==> src/rtl/core/rlsc_pkg.sv <==
`default_nettype none
// ----------------------------------------------------------------------------
// rlsc_pkg: shared types and constants for the repeat loop stack controller
// Field widths, operation and status codes, the stack entry layout and the
// command and status bundles between the controller and the datapath.
// ----------------------------------------------------------------------------
package rlsc_pkg;

   localparam int OFFSET_W = 22;
   localparam int COUNT_W  = 31;
   localparam int BYTE_W   = 8;
   localparam int DEPTH_W  = 7;
   localparam int OP_W     = 2;
   localparam int STATUS_W = 2;

   localparam int REQ_DATA_W = 80;
   localparam int RSP_DATA_W = 32;

   localparam int DEFAULT_LOOP_DEPTH = 16;

   // Weights of the high and middle end offset bytes; the low byte weighs one.
   localparam int unsigned HIGH_WEIGHT = 10000;
   localparam int unsigned MID_WEIGHT  = 100;

   localparam logic [OP_W-1:0] OP_BEGIN = 2'd0;
   localparam logic [OP_W-1:0] OP_END   = 2'd1;
   localparam logic [OP_W-1:0] OP_BREAK = 2'd2;

   localparam logic [STATUS_W-1:0] ST_OK    = 2'd0;
   localparam logic [STATUS_W-1:0] ST_FULL  = 2'd1;
   localparam logic [STATUS_W-1:0] ST_EMPTY = 2'd2;

   typedef struct packed {
      logic [OFFSET_W-1:0] start_offset;
      logic [OFFSET_W-1:0] end_offset;
      logic                endless;
      logic [COUNT_W-1:0]  remaining;
   } entry_type;

   localparam int ENTRY_W = $bits(entry_type);

   typedef struct packed {
      logic accept;
      logic scan_start;
      logic scan_step;
      logic capture_hit;
      logic push_new;
      logic set_full;
      logic update;
      logic shift_init;
      logic shift_read;
      logic shift_write;
      logic pop;
      logic read_top;
      logic take_top;
      logic load_result;
   } cmd_type;

   typedef struct packed {
      logic count_zero;
      logic stack_full;
      logic hit;
      logic scan_done;
      logic endless;
      logic remaining_zero;
      logic shift_done;
      logic out_free;
   } stat_type;

   // End offset from its three weighted bytes; the largest sum fits in 22 bits.
   function automatic logic [OFFSET_W-1:0] end_offset_of(input logic [BYTE_W-1:0] hi,
                                                        input logic [BYTE_W-1:0] mid,
                                                        input logic [BYTE_W-1:0] lo);
      logic [OFFSET_W-1:0] sum;
      sum = OFFSET_W'(hi) * OFFSET_W'(HIGH_WEIGHT)
          + OFFSET_W'(mid) * OFFSET_W'(MID_WEIGHT)
          + OFFSET_W'(lo);
      return sum;
   endfunction

endpackage
`default_nettype wire

==> src/rtl/core/rlsc_ram.sv <==
`default_nettype none
// ----------------------------------------------------------------------------
// rlsc_ram: generic single write, single read RAM
// One write port and one read port with registered read data.
// ----------------------------------------------------------------------------
module rlsc_ram #(
   parameter int WIDTH = rlsc_pkg::ENTRY_W,
   parameter int DEPTH = rlsc_pkg::DEFAULT_LOOP_DEPTH
) (
   input  logic                                      clock,
   input  logic                                      wr_en,
   input  logic [((DEPTH > 1) ? $clog2(DEPTH) : 1)-1:0] wr_addr,
   input  logic [WIDTH-1:0]                          wr_data,
   input  logic                                      rd_en,
   input  logic [((DEPTH > 1) ? $clog2(DEPTH) : 1)-1:0] rd_addr,
   output logic [WIDTH-1:0]                          rd_data
);

   logic [WIDTH-1:0] mem_ff [DEPTH];
   logic [WIDTH-1:0] rd_data_ff;

   always_ff @(posedge clock) begin
      if (wr_en) begin
         mem_ff[wr_addr] <= wr_data;
      end
      if (rd_en) begin
         rd_data_ff <= mem_ff[rd_addr];
      end
   end

   assign rd_data = rd_data_ff;

endmodule
`default_nettype wire

==> src/rtl/core/rlsc_datapath.sv <==
`default_nettype none
// ----------------------------------------------------------------------------
// rlsc_datapath: loop stack storage, scan pointers and result register
// Holds the accepted item, the entry stack in RAM, the depth count, the
// search and shift pointers, and the output register of the result channel.
// ----------------------------------------------------------------------------
module rlsc_datapath #(
   parameter int LOOP_DEPTH = rlsc_pkg::DEFAULT_LOOP_DEPTH
) (
   input  logic                              clock,
   input  logic                              reset,
   input  rlsc_pkg::cmd_type                 cmd,
   output rlsc_pkg::stat_type                stat,
   input  logic [rlsc_pkg::REQ_DATA_W-1:0]   req_tdata,
   input  logic [rlsc_pkg::OP_W-1:0]         req_tuser,
   input  logic                              rsp_tready,
   output logic                              rsp_tvalid,
   output logic [rlsc_pkg::RSP_DATA_W-1:0]   rsp_tdata
);

   localparam int CNT_W = $clog2(LOOP_DEPTH + 1);
   localparam int IDX_W = (LOOP_DEPTH > 1) ? $clog2(LOOP_DEPTH) : 1;
   localparam logic [CNT_W-1:0] DEPTH_MAX = CNT_W'(LOOP_DEPTH);

   // Accepted item.
   logic [rlsc_pkg::OP_W-1:0]     op_ff, op_in;
   logic [rlsc_pkg::OFFSET_W-1:0] begin_ff, begin_in;
   logic [rlsc_pkg::OFFSET_W-1:0] end_ff, end_in;
   logic                          forever_ff, forever_in;
   logic [rlsc_pkg::COUNT_W-1:0]  repeat_ff, repeat_in;

   // Working entry and stack bookkeeping.
   rlsc_pkg::entry_type entry_ff, entry_in;
   logic [IDX_W-1:0]    idx_ff, idx_in;
   logic [CNT_W-1:0]    count_ff, count_in;
   logic [CNT_W-1:0]    scan_ptr_ff, scan_ptr_in;
   logic                cmp_valid_ff, cmp_valid_in;
   logic [IDX_W-1:0]    cmp_idx_ff, cmp_idx_in;
   logic [CNT_W-1:0]    sh_ptr_ff, sh_ptr_in;

   // Result being built and the output register.
   logic                            res_redirect_ff, res_redirect_in;
   logic [rlsc_pkg::OFFSET_W-1:0]   res_target_ff, res_target_in;
   logic [rlsc_pkg::STATUS_W-1:0]   res_status_ff, res_status_in;
   logic                            rsp_valid_ff, rsp_valid_in;
   logic [rlsc_pkg::RSP_DATA_W-1:0] rsp_data_ff, rsp_data_in;

   // RAM port.
   logic                         wr_en, rd_en;
   logic [IDX_W-1:0]             wr_addr, rd_addr;
   logic [rlsc_pkg::ENTRY_W-1:0] wr_data, rd_data;
   rlsc_pkg::entry_type          rd_entry;

   logic [CNT_W:0]   sh_next;
   logic [CNT_W-1:0] count_m1;

   rlsc_ram #(
      .WIDTH (rlsc_pkg::ENTRY_W),
      .DEPTH (LOOP_DEPTH)
   ) u_ram (
      .clock   (clock),
      .wr_en   (wr_en),
      .wr_addr (wr_addr),
      .wr_data (wr_data),
      .rd_en   (rd_en),
      .rd_addr (rd_addr),
      .rd_data (rd_data)
   );

   assign rd_entry = rd_data;
   assign sh_next  = {1'b0, sh_ptr_ff} + {{CNT_W{1'b0}}, 1'b1};
   assign count_m1 = count_ff - {{(CNT_W-1){1'b0}}, 1'b1};

   always_comb begin
      rlsc_pkg::entry_type upd_entry;
      upd_entry = entry_ff;
      upd_entry.remaining = entry_ff.remaining - {{(rlsc_pkg::COUNT_W-1){1'b0}}, 1'b1};

      op_in           = op_ff;
      begin_in        = begin_ff;
      end_in          = end_ff;
      forever_in      = forever_ff;
      repeat_in       = repeat_ff;
      entry_in        = entry_ff;
      idx_in          = idx_ff;
      count_in        = count_ff;
      scan_ptr_in     = scan_ptr_ff;
      cmp_valid_in    = cmp_valid_ff;
      cmp_idx_in      = cmp_idx_ff;
      sh_ptr_in       = sh_ptr_ff;
      res_redirect_in = res_redirect_ff;
      res_target_in   = res_target_ff;
      res_status_in   = res_status_ff;
      rsp_valid_in    = rsp_valid_ff;
      rsp_data_in     = rsp_data_ff;
      wr_en           = 1'b0;
      wr_addr         = idx_ff;
      wr_data         = entry_ff;
      rd_en           = 1'b0;
      rd_addr         = '0;

      if (cmd.accept) begin
         op_in           = req_tuser;
         begin_in        = req_tdata[21:0];
         forever_in      = req_tdata[22];
         repeat_in       = req_tdata[53:23];
         end_in          = rlsc_pkg::end_offset_of(req_tdata[61:54], req_tdata[69:62],
                                                   req_tdata[77:70]);
         res_redirect_in = 1'b0;
         res_target_in   = '0;
         if ((req_tuser == rlsc_pkg::OP_END || req_tuser == rlsc_pkg::OP_BREAK) &&
             count_ff == '0) begin
            res_status_in = rlsc_pkg::ST_EMPTY;
         end else begin
            res_status_in = rlsc_pkg::ST_OK;
         end
      end

      if (cmd.scan_start) begin
         scan_ptr_in  = '0;
         cmp_valid_in = 1'b0;
      end

      // One read issued per cycle; its data is compared on the next cycle.
      if (cmd.scan_step) begin
         if (scan_ptr_ff < count_ff) begin
            rd_en        = 1'b1;
            rd_addr      = scan_ptr_ff[IDX_W-1:0];
            scan_ptr_in  = scan_ptr_ff + {{(CNT_W-1){1'b0}}, 1'b1};
            cmp_valid_in = 1'b1;
            cmp_idx_in   = scan_ptr_ff[IDX_W-1:0];
         end else begin
            cmp_valid_in = 1'b0;
         end
      end

      if (cmd.capture_hit) begin
         entry_in = rd_entry;
         idx_in   = cmp_idx_ff;
      end

      if (cmd.push_new) begin
         entry_in.start_offset = begin_ff;
         entry_in.end_offset   = end_ff;
         entry_in.endless      = forever_ff;
         entry_in.remaining    = repeat_ff;
         idx_in                = count_ff[IDX_W-1:0];
         count_in              = count_ff + {{(CNT_W-1){1'b0}}, 1'b1};
      end

      if (cmd.set_full) begin
         res_status_in = rlsc_pkg::ST_FULL;
      end

      // Endless entries are written back unchanged so that a fresh push lands.
      if (cmd.update) begin
         if (entry_ff.endless) begin
            wr_en = 1'b1;
         end else if (entry_ff.remaining == '0) begin
            res_redirect_in = 1'b1;
            res_target_in   = entry_ff.end_offset;
         end else begin
            wr_en   = 1'b1;
            wr_data = upd_entry;
         end
      end

      if (cmd.shift_init) begin
         sh_ptr_in = CNT_W'(idx_ff);
      end

      if (cmd.shift_read) begin
         rd_en   = 1'b1;
         rd_addr = sh_next[IDX_W-1:0];
      end

      if (cmd.shift_write) begin
         wr_en     = 1'b1;
         wr_addr   = sh_ptr_ff[IDX_W-1:0];
         wr_data   = rd_data;
         sh_ptr_in = sh_next[CNT_W-1:0];
      end

      if (cmd.pop) begin
         count_in = count_m1;
      end

      if (cmd.read_top) begin
         rd_en   = 1'b1;
         rd_addr = count_m1[IDX_W-1:0];
      end

      if (cmd.take_top) begin
         res_redirect_in = 1'b1;
         if (op_ff == rlsc_pkg::OP_END) begin
            res_target_in = rd_entry.start_offset;
         end else begin
            res_target_in = rd_entry.end_offset;
         end
         if (op_ff == rlsc_pkg::OP_BREAK) begin
            count_in = count_m1;
         end
      end

      if (cmd.load_result) begin
         rsp_valid_in = 1'b1;
         rsp_data_in  = {rlsc_pkg::DEPTH_W'(count_ff), res_status_ff, res_target_ff,
                         res_redirect_ff};
      end else if (rsp_tready) begin
         rsp_valid_in = 1'b0;
      end
   end

   always_ff @(posedge clock) begin
      if (reset) begin
         count_ff     <= '0;
         cmp_valid_ff <= 1'b0;
         rsp_valid_ff <= 1'b0;
      end else begin
         count_ff     <= count_in;
         cmp_valid_ff <= cmp_valid_in;
         rsp_valid_ff <= rsp_valid_in;
      end
   end

   always_ff @(posedge clock) begin
      op_ff           <= op_in;
      begin_ff        <= begin_in;
      end_ff          <= end_in;
      forever_ff      <= forever_in;
      repeat_ff       <= repeat_in;
      entry_ff        <= entry_in;
      idx_ff          <= idx_in;
      scan_ptr_ff     <= scan_ptr_in;
      cmp_idx_ff      <= cmp_idx_in;
      sh_ptr_ff       <= sh_ptr_in;
      res_redirect_ff <= res_redirect_in;
      res_target_ff   <= res_target_in;
      res_status_ff   <= res_status_in;
      rsp_data_ff     <= rsp_data_in;
   end

   assign stat.count_zero     = (count_ff == '0);
   assign stat.stack_full     = (count_ff >= DEPTH_MAX);
   assign stat.hit            = cmp_valid_ff && (rd_entry.start_offset == begin_ff);
   assign stat.scan_done      = !cmp_valid_ff && (scan_ptr_ff >= count_ff);
   assign stat.endless        = entry_ff.endless;
   assign stat.remaining_zero = (entry_ff.remaining == '0);
   assign stat.shift_done     = (sh_next >= {1'b0, count_ff});
   assign stat.out_free       = !rsp_valid_ff || rsp_tready;

   assign rsp_tvalid = rsp_valid_ff;
   assign rsp_tdata  = rsp_data_ff;

endmodule
`default_nettype wire

==> src/rtl/core/rlsc_ctrl.sv <==
`default_nettype none
// ----------------------------------------------------------------------------
// rlsc_ctrl: sequencer of the repeat loop stack controller
// Walks one operation through search, push, update, removal or top-of-stack
// access, driving the datapath by commands.
// ----------------------------------------------------------------------------
module rlsc_ctrl (
   input  logic                      clock,
   input  logic                      reset,
   input  logic                      req_tvalid,
   input  logic [rlsc_pkg::OP_W-1:0] req_tuser,
   output logic                      req_tready,
   input  rlsc_pkg::stat_type        stat,
   output rlsc_pkg::cmd_type         cmd
);

   localparam logic [3:0] S_IDLE     = 4'd0;
   localparam logic [3:0] S_SEARCH   = 4'd1;
   localparam logic [3:0] S_NEW      = 4'd2;
   localparam logic [3:0] S_UPDATE   = 4'd3;
   localparam logic [3:0] S_REMOVE   = 4'd4;
   localparam logic [3:0] S_SH_WRITE = 4'd5;
   localparam logic [3:0] S_READ_TOP = 4'd6;
   localparam logic [3:0] S_TOP      = 4'd7;
   localparam logic [3:0] S_FINISH   = 4'd8;

   logic [3:0] state_ff, state_in;

   assign req_tready = (state_ff == S_IDLE);

   always_comb begin
      cmd      = '0;
      state_in = state_ff;
      case (state_ff)
         S_IDLE: begin
            if (req_tvalid) begin
               cmd.accept = 1'b1;
               case (req_tuser)
                  rlsc_pkg::OP_BEGIN: begin
                     if (stat.count_zero) begin
                        state_in = S_NEW;
                     end else begin
                        cmd.scan_start = 1'b1;
                        state_in       = S_SEARCH;
                     end
                  end
                  rlsc_pkg::OP_END, rlsc_pkg::OP_BREAK: begin
                     state_in = stat.count_zero ? S_FINISH : S_READ_TOP;
                  end
                  default: begin
                     state_in = S_FINISH;
                  end
               endcase
            end
         end
         S_SEARCH: begin
            if (stat.hit) begin
               cmd.capture_hit = 1'b1;
               state_in        = S_UPDATE;
            end else if (stat.scan_done) begin
               state_in = S_NEW;
            end else begin
               cmd.scan_step = 1'b1;
            end
         end
         S_NEW: begin
            if (stat.stack_full) begin
               cmd.set_full = 1'b1;
               state_in     = S_FINISH;
            end else begin
               cmd.push_new = 1'b1;
               state_in     = S_UPDATE;
            end
         end
         S_UPDATE: begin
            cmd.update = 1'b1;
            if (!stat.endless && stat.remaining_zero) begin
               cmd.shift_init = 1'b1;
               state_in       = S_REMOVE;
            end else begin
               state_in = S_FINISH;
            end
         end
         S_REMOVE: begin
            if (stat.shift_done) begin
               cmd.pop  = 1'b1;
               state_in = S_FINISH;
            end else begin
               cmd.shift_read = 1'b1;
               state_in       = S_SH_WRITE;
            end
         end
         S_SH_WRITE: begin
            cmd.shift_write = 1'b1;
            state_in        = S_REMOVE;
         end
         S_READ_TOP: begin
            cmd.read_top = 1'b1;
            state_in     = S_TOP;
         end
         S_TOP: begin
            cmd.take_top = 1'b1;
            state_in     = S_FINISH;
         end
         S_FINISH: begin
            if (stat.out_free) begin
               cmd.load_result = 1'b1;
               state_in        = S_IDLE;
            end
         end
         default: begin
            state_in = S_IDLE;
         end
      endcase
   end

   always_ff @(posedge clock) begin
      if (reset) begin
         state_ff <= S_IDLE;
      end else begin
         state_ff <= state_in;
      end
   end

endmodule
`default_nettype wire

==> src/rtl/core/repeat_loop_stack_controller.sv <==
`default_nettype none
// ----------------------------------------------------------------------------
// repeat_loop_stack_controller: hardware loop stack for a bytecode interpreter
// Keeps the active repeat blocks and answers repeat-begin, end-repeat and
// break operations with a jump decision, a status and the stack depth.
// ----------------------------------------------------------------------------
// The interpreter hands one loop operation per beat on the req_ channel: the
// operation code travels in req_tuser and the operands in req_tdata. Every
// accepted beat yields exactly one result beat on the rsp_ channel, carrying
// the redirect flag, the jump target, a status and the depth after the step.
// Operations are processed one at a time. End-repeat and break read the top
// entry, and the next beat is taken only once the result has been loaded.
// Empty-stack operations and the unused code go straight to the result. A
// repeat-begin searches one entry a cycle through the RAM's single read port
// and, if no entry matches, pushes the offset or reports a full stack (a new
// offset scans the whole stack); on an empty stack no search is made. When a
// counted loop finishes, removal moves the entries above it down, each move
// being a RAM read then a write.
// The result sits in an output register, so the block accepts again once it
// is loaded; if rsp_tready is held low the result waits there, and the next
// operation is worked on but parks its result until the register frees.
// After reset the stack is empty and no result is pending; the entry RAM is
// not cleared, as entries above the depth count are never read.
// ----------------------------------------------------------------------------
module repeat_loop_stack_controller #(
   parameter int LOOP_DEPTH = rlsc_pkg::DEFAULT_LOOP_DEPTH
) (
   input  logic                            clock,
   input  logic                            reset,
   // Request channel.
   input  logic                            req_tvalid,
   output logic                            req_tready,
   // begin_offset[21:0], loop_forever[22], repeat_count[53:23],
   // end_high[61:54], end_mid[69:62], end_low[77:70], zero fill [79:78]
   input  logic [rlsc_pkg::REQ_DATA_W-1:0] req_tdata,
   // operation[1:0]
   input  logic [rlsc_pkg::OP_W-1:0]       req_tuser,
   // Result channel.
   output logic                            rsp_tvalid,
   input  logic                            rsp_tready,
   // redirect[0], target_offset[22:1], status[24:23], loop_depth[31:25]
   output logic [rlsc_pkg::RSP_DATA_W-1:0] rsp_tdata
);

   // Commands from the sequencer and status back from the datapath.
   rlsc_pkg::cmd_type  cmd;
   rlsc_pkg::stat_type stat;

   rlsc_ctrl u_ctrl (
      .clock      (clock),
      .reset      (reset),
      .req_tvalid (req_tvalid),
      .req_tuser  (req_tuser),
      .req_tready (req_tready),
      .stat       (stat),
      .cmd        (cmd)
   );

   // The datapath owns the entry RAM, the depth count and the output register.
   rlsc_datapath #(
      .LOOP_DEPTH (LOOP_DEPTH)
   ) u_datapath (
      .clock      (clock),
      .reset      (reset),
      .cmd        (cmd),
      .stat       (stat),
      .req_tdata  (req_tdata),
      .req_tuser  (req_tuser),
      .rsp_tready (rsp_tready),
      .rsp_tvalid (rsp_tvalid),
      .rsp_tdata  (rsp_tdata)
   );

endmodule
`default_nettype wire

==> config.mk <==
export PLATFORM = sky130hd
export DESIGN_NAME = repeat_loop_stack_controller
export DESIGN_NICKNAME = d
export VERILOG_FILES = /design/src/rtl/core/rlsc_pkg.sv /design/src/rtl/core/rlsc_ram.sv /design/src/rtl/core/rlsc_datapath.sv /design/src/rtl/core/rlsc_ctrl.sv /design/src/rtl/core/repeat_loop_stack_controller.sv
export SDC_FILE = /design/constraint.sdc
export NUM_CORES = 2
export LEC_CHECK = 0
export ABC_AREA = 0
export CAP_MARGIN = 0
export CORE_UTILIZATION = 30
export CTS_BUF_LIST = sky130_fd_sc_hd__clkbuf_8
export DETAILED_ROUTE_END_ITERATION = 16
export DONT_BUFFER_PORTS = 1
export SLEW_MARGIN = 20
export SYNTH_ARGS = -nofsm -noshare
export SYNTH_HDL_FRONTEND = slang
export SYNTH_SLANG_ARGS = --single-unit
export TNS_END_PERCENT = 20
==> constraint.sdc <==
create_clock -name clock -period 11.1 [get_ports clock]
set_clock_uncertainty 0.15 [all_clocks]
set_input_delay 1.11 -clock clock [delete_from_list [all_inputs] [get_ports clock]]
set_output_delay 1.11 -clock clock [all_outputs]
set_load 0.005 [all_outputs]
==> flow_summary.toml <==
[sta]
rsz0062_at_grt = "false"
tns_ns = 0
finalHoldViolCount = 0
finalCritPeriodShare = 0.4978
fin_crit_ns = 5.525
setup_viol = 0
slew_headroom = 0.2087
finalMaxSlewViolations = 0
worstMarginPinSlew_ns = 1.187
max_freq_ghz = 0.1810

[detailed_routing]
ant_nets = 0
wire_per_inst_um = 22.60
vias_per_cell = 5.105
drt-initial-drc-count = 4277
drcViolationCount = 0
wl_mm = 174.8
first_pass_iters = 7
vias = 39490

[finish]
final_cell_mix = "edfxtp_1 (1489), nand2_1 (1112), a21oi_1 (640)"
final_common_cell = "edfxtp_1"
area_growth_pct = 11.87
seq_area_um2 = 45530
nets = 4967
drive_gt1_frac = 0.08308
multiInputGateArea_um2 = 16190
fillers = 20300

[power_and_ir_drop]
p_total_mw = 13.84
power_density_nw_per_um2 = 196.5
ir_drop_uv = 133.1
power.leakage_nw = 24.69

[placement]
hpwl_mm = 89.06
port-buffer-count = 0
place_congestion = 0.7603

[logic_synthesis]
synthCells = 4710
synthArstFlopShare = 0
synthAdderAreaFrac = 0.02763
synthMuxAreaShare = 0.01225
synth_top_family_by_area = "compound AO/OA/AOI/OAI gates"
synth-seq-cells = 1530
avgSynthCellArea_um2 = 13.36
synth_edf_count = 1489
ys_seq_area_frac = 0.7235
synth_compound_area_frac = 0.1115
synth_flop_cell = "edfxtp_1"
netlist_area_um2 = 62940
yosys_warnings = 0
yosys.area_share.simple = 0.08958
netlist-cell-type-count = 65
synth_xor_area_frac = 0.01211

[clocking]
cts-resized-gates = 0
cts_hold_buf = 0
worstSkewPairLatency_ns = 0.95
cts_tree = "built"
cts-root-buf = "clkbuf_8"
htree_levels = 4
cts_made_buffers = 234
path_clk_slew_ns = 0.06
cts_setup_buffers = 0
clock_sinks = 1530
clk_path_buf_depth = 3

[run]
cap_violations = 0

[floorplanning]
rows = 167
io_pins = 120
start_util = 0.3030
dieArea_um2 = 211600
core_um2 = 207700
dieWidth_um = 460.0
die_h_um = 460.0

[worst_setup_path]
path_common_cell = "ha_1"
arrival_ns = 6.02
cp_slowest_cell = "a311o_2"
critPathKind = "register to register"
cp_slowest_stage_delay_ns = 0.69
cp-end-kind = "register"
crit_fanout = 163
cp-start-kind = "register"
crit_chain = "ha_1 -> xnor2_1 -> inv_1 -> ha_1 -> o21ai_0 -> o21ai_1 -> a211o_4 -> nor2_1 -> a311o_2 -> buf_4 -> buf_12 -> a221oi_1 -> a21oi_1 -> nand3_1"
crit_buf_inv = 3
cp.required_ns = 11.60
cp_top_family = "compound AO/OA/AOI/OAI gates"

[status]
run_status = "finished, final reports clean"

[global_route]
first_global_vias = 37910
overflow = 0
grt_first_pass_wirelength_mm = 253.9
grt_max_degree = 164
antenna_found_initial = 28
grt_use_total = 0.1613

[hold_path]
hold_class = "primary input to register"
==> flip-flops by register name (all words and copies together), names as in the netlist <==
name                        flops
u_datapath.u_ram.mem_ff      1216
u_datapath.u_ram.rd_data       76
u_datapath.entry_ff            75
u_datapath.repeat_ff           31
u_datapath.rsp_tdata           30
u_datapath.begin_ff            22
u_datapath.end_ff              22
u_datapath.res_target_ff       22
u_datapath.count_ff             5
u_datapath.scan_ptr_ff          5
u_datapath.sh_ptr_ff            5
u_ctrl.state_ff                 4
u_datapath.cmp_idx_ff           4
u_datapath.idx_ff               4
u_datapath.op_ff                2
u_datapath.res_status_ff        2
u_datapath.cmp_valid_ff         1
u_datapath.forever_ff           1
u_datapath.res_redirect_ff      1
u_datapath.rsp_tvalid           1
u_datapath.stat                 1
==> final timing paths <==
path	from	endpoint	slack, ns	cells past startpoint
worst min register to register	u_datapath.res_target_ff[2]$_DFF_P_	u_datapath.rsp_tdata[3]$_DFFE_PP_	0.30	0
worst max register to register	u_datapath.sh_ptr_ff[0]$_DFFE_PP_	u_datapath.u_ram.rd_data[15]$_DFFE_PP_	5.57	14
worst min-delay path	reset	u_datapath.cmp_valid_ff$_SDFFE_PP0P_	0.1	1
worst max-delay path	u_datapath.sh_ptr_ff[0]$_DFFE_PP_	u_datapath.u_ram.rd_data[15]$_DFFE_PP_	5.57	14
==> power breakdown <==
group	total (mW)	leakage [nW]	internal [mW]	switching [mW]
clock	4.25	2.48	2.07	2.18
sequential	7.30	13.8	7.08	0.220
combinational	2.29	8.43	0.667	1.62
total	13.8	24.7	9.82	4.02
==> cells in the mapped netlist, types with 41 or more instances <==
master | number | area share
o21ai_0 | 46 | 0.0037
nand3_1 | 90 | 0.0072
buf_2 | 49 | 0.0039
inv_1 | 76 | 0.0045
xnor2_1 | 64 | 0.0089
edfxtp_1 | 1489 | 0.71
dfxtp_1 | 41 | 0.013
a21oi_1 | 642 | 0.051
mux2i_1 | 77 | 0.012
ha_1 | 107 | 0.021
a22oi_1 | 151 | 0.018
nand2_1 | 1114 | 0.066
a221o_1 | 79 | 0.013
nor2_1 | 94 | 0.0056
clkbuf_1 | 183 | 0.011
a221oi_1 | 75 | 0.010
==> cell families (layout without fill, tap and decap cells) <==
family | count (synthesis) | in the layout
adders and majority gates | 127 | 127
xor gates and xnor gates | 87 | 87
muxes | 77 | 77
AOI/OAI and AO/OA | 1128 | 1128
DFF | 1530 | 1530
buffers and inverters | 359 | 583
and+or+nand+nor | 1401 | 1401
other | 1 | 14
==> worst reg2reg max path, cell delays in order (launching register included) <==
cell	delay, ns
edfxtp_1	0.52
ha_1	0.29
xnor2_1	0.33
inv_1	0.09
ha_1	0.27
o21ai_0	0.07
o21ai_1	0.11
a211o_4	0.39
nor2_1	0.21
a311o_2	0.69
buf_4	0.59
buf_12	0.66
a221oi_1	0.46
a21oi_1	0.31
nand3_1	0.11
==> per-layer routing <==
layer	vias to the layer above	routed length, µm	GRT usage
li1	17670	-	-
met1	19920	72480	0.2107
met2	1581	84530	0.2676
met3	312	12380	0.02851
met4	6	5429	0.05773
met5	-	36	0
==> through the flow <==
stage               setup WS (ns)  hold WS, ns    util  area (µm²)  cells
CTS                         5.667      0.01439  0.3388       70380   7723
detailed placement          5.699       0.2779  0.3189       66230   7306
global placement            5.711       0.2738  0.3189       66230   7306
global route                5.318      0.03536  0.3390       70400   7731
floorplan                   3.753       0.2564       -       62940   4711
finish                      5.575      0.09813  0.3390       70410   7735
==> final cells by class <==
cell class | count | area share
sequential | 1530 | 0.6467
multi-input combinational | 2822 | 0.2299
tap | 2788 | 0.04954
clock buffer | 238 | 0.04652
clock inverter | 179 | 0.01235
timing repair buffer | 90 | 0.01048
inverter | 76 | 0.004087
antenna | 12 | 0.0004265
Note: power is estimated with default switching activity, not from simulation.
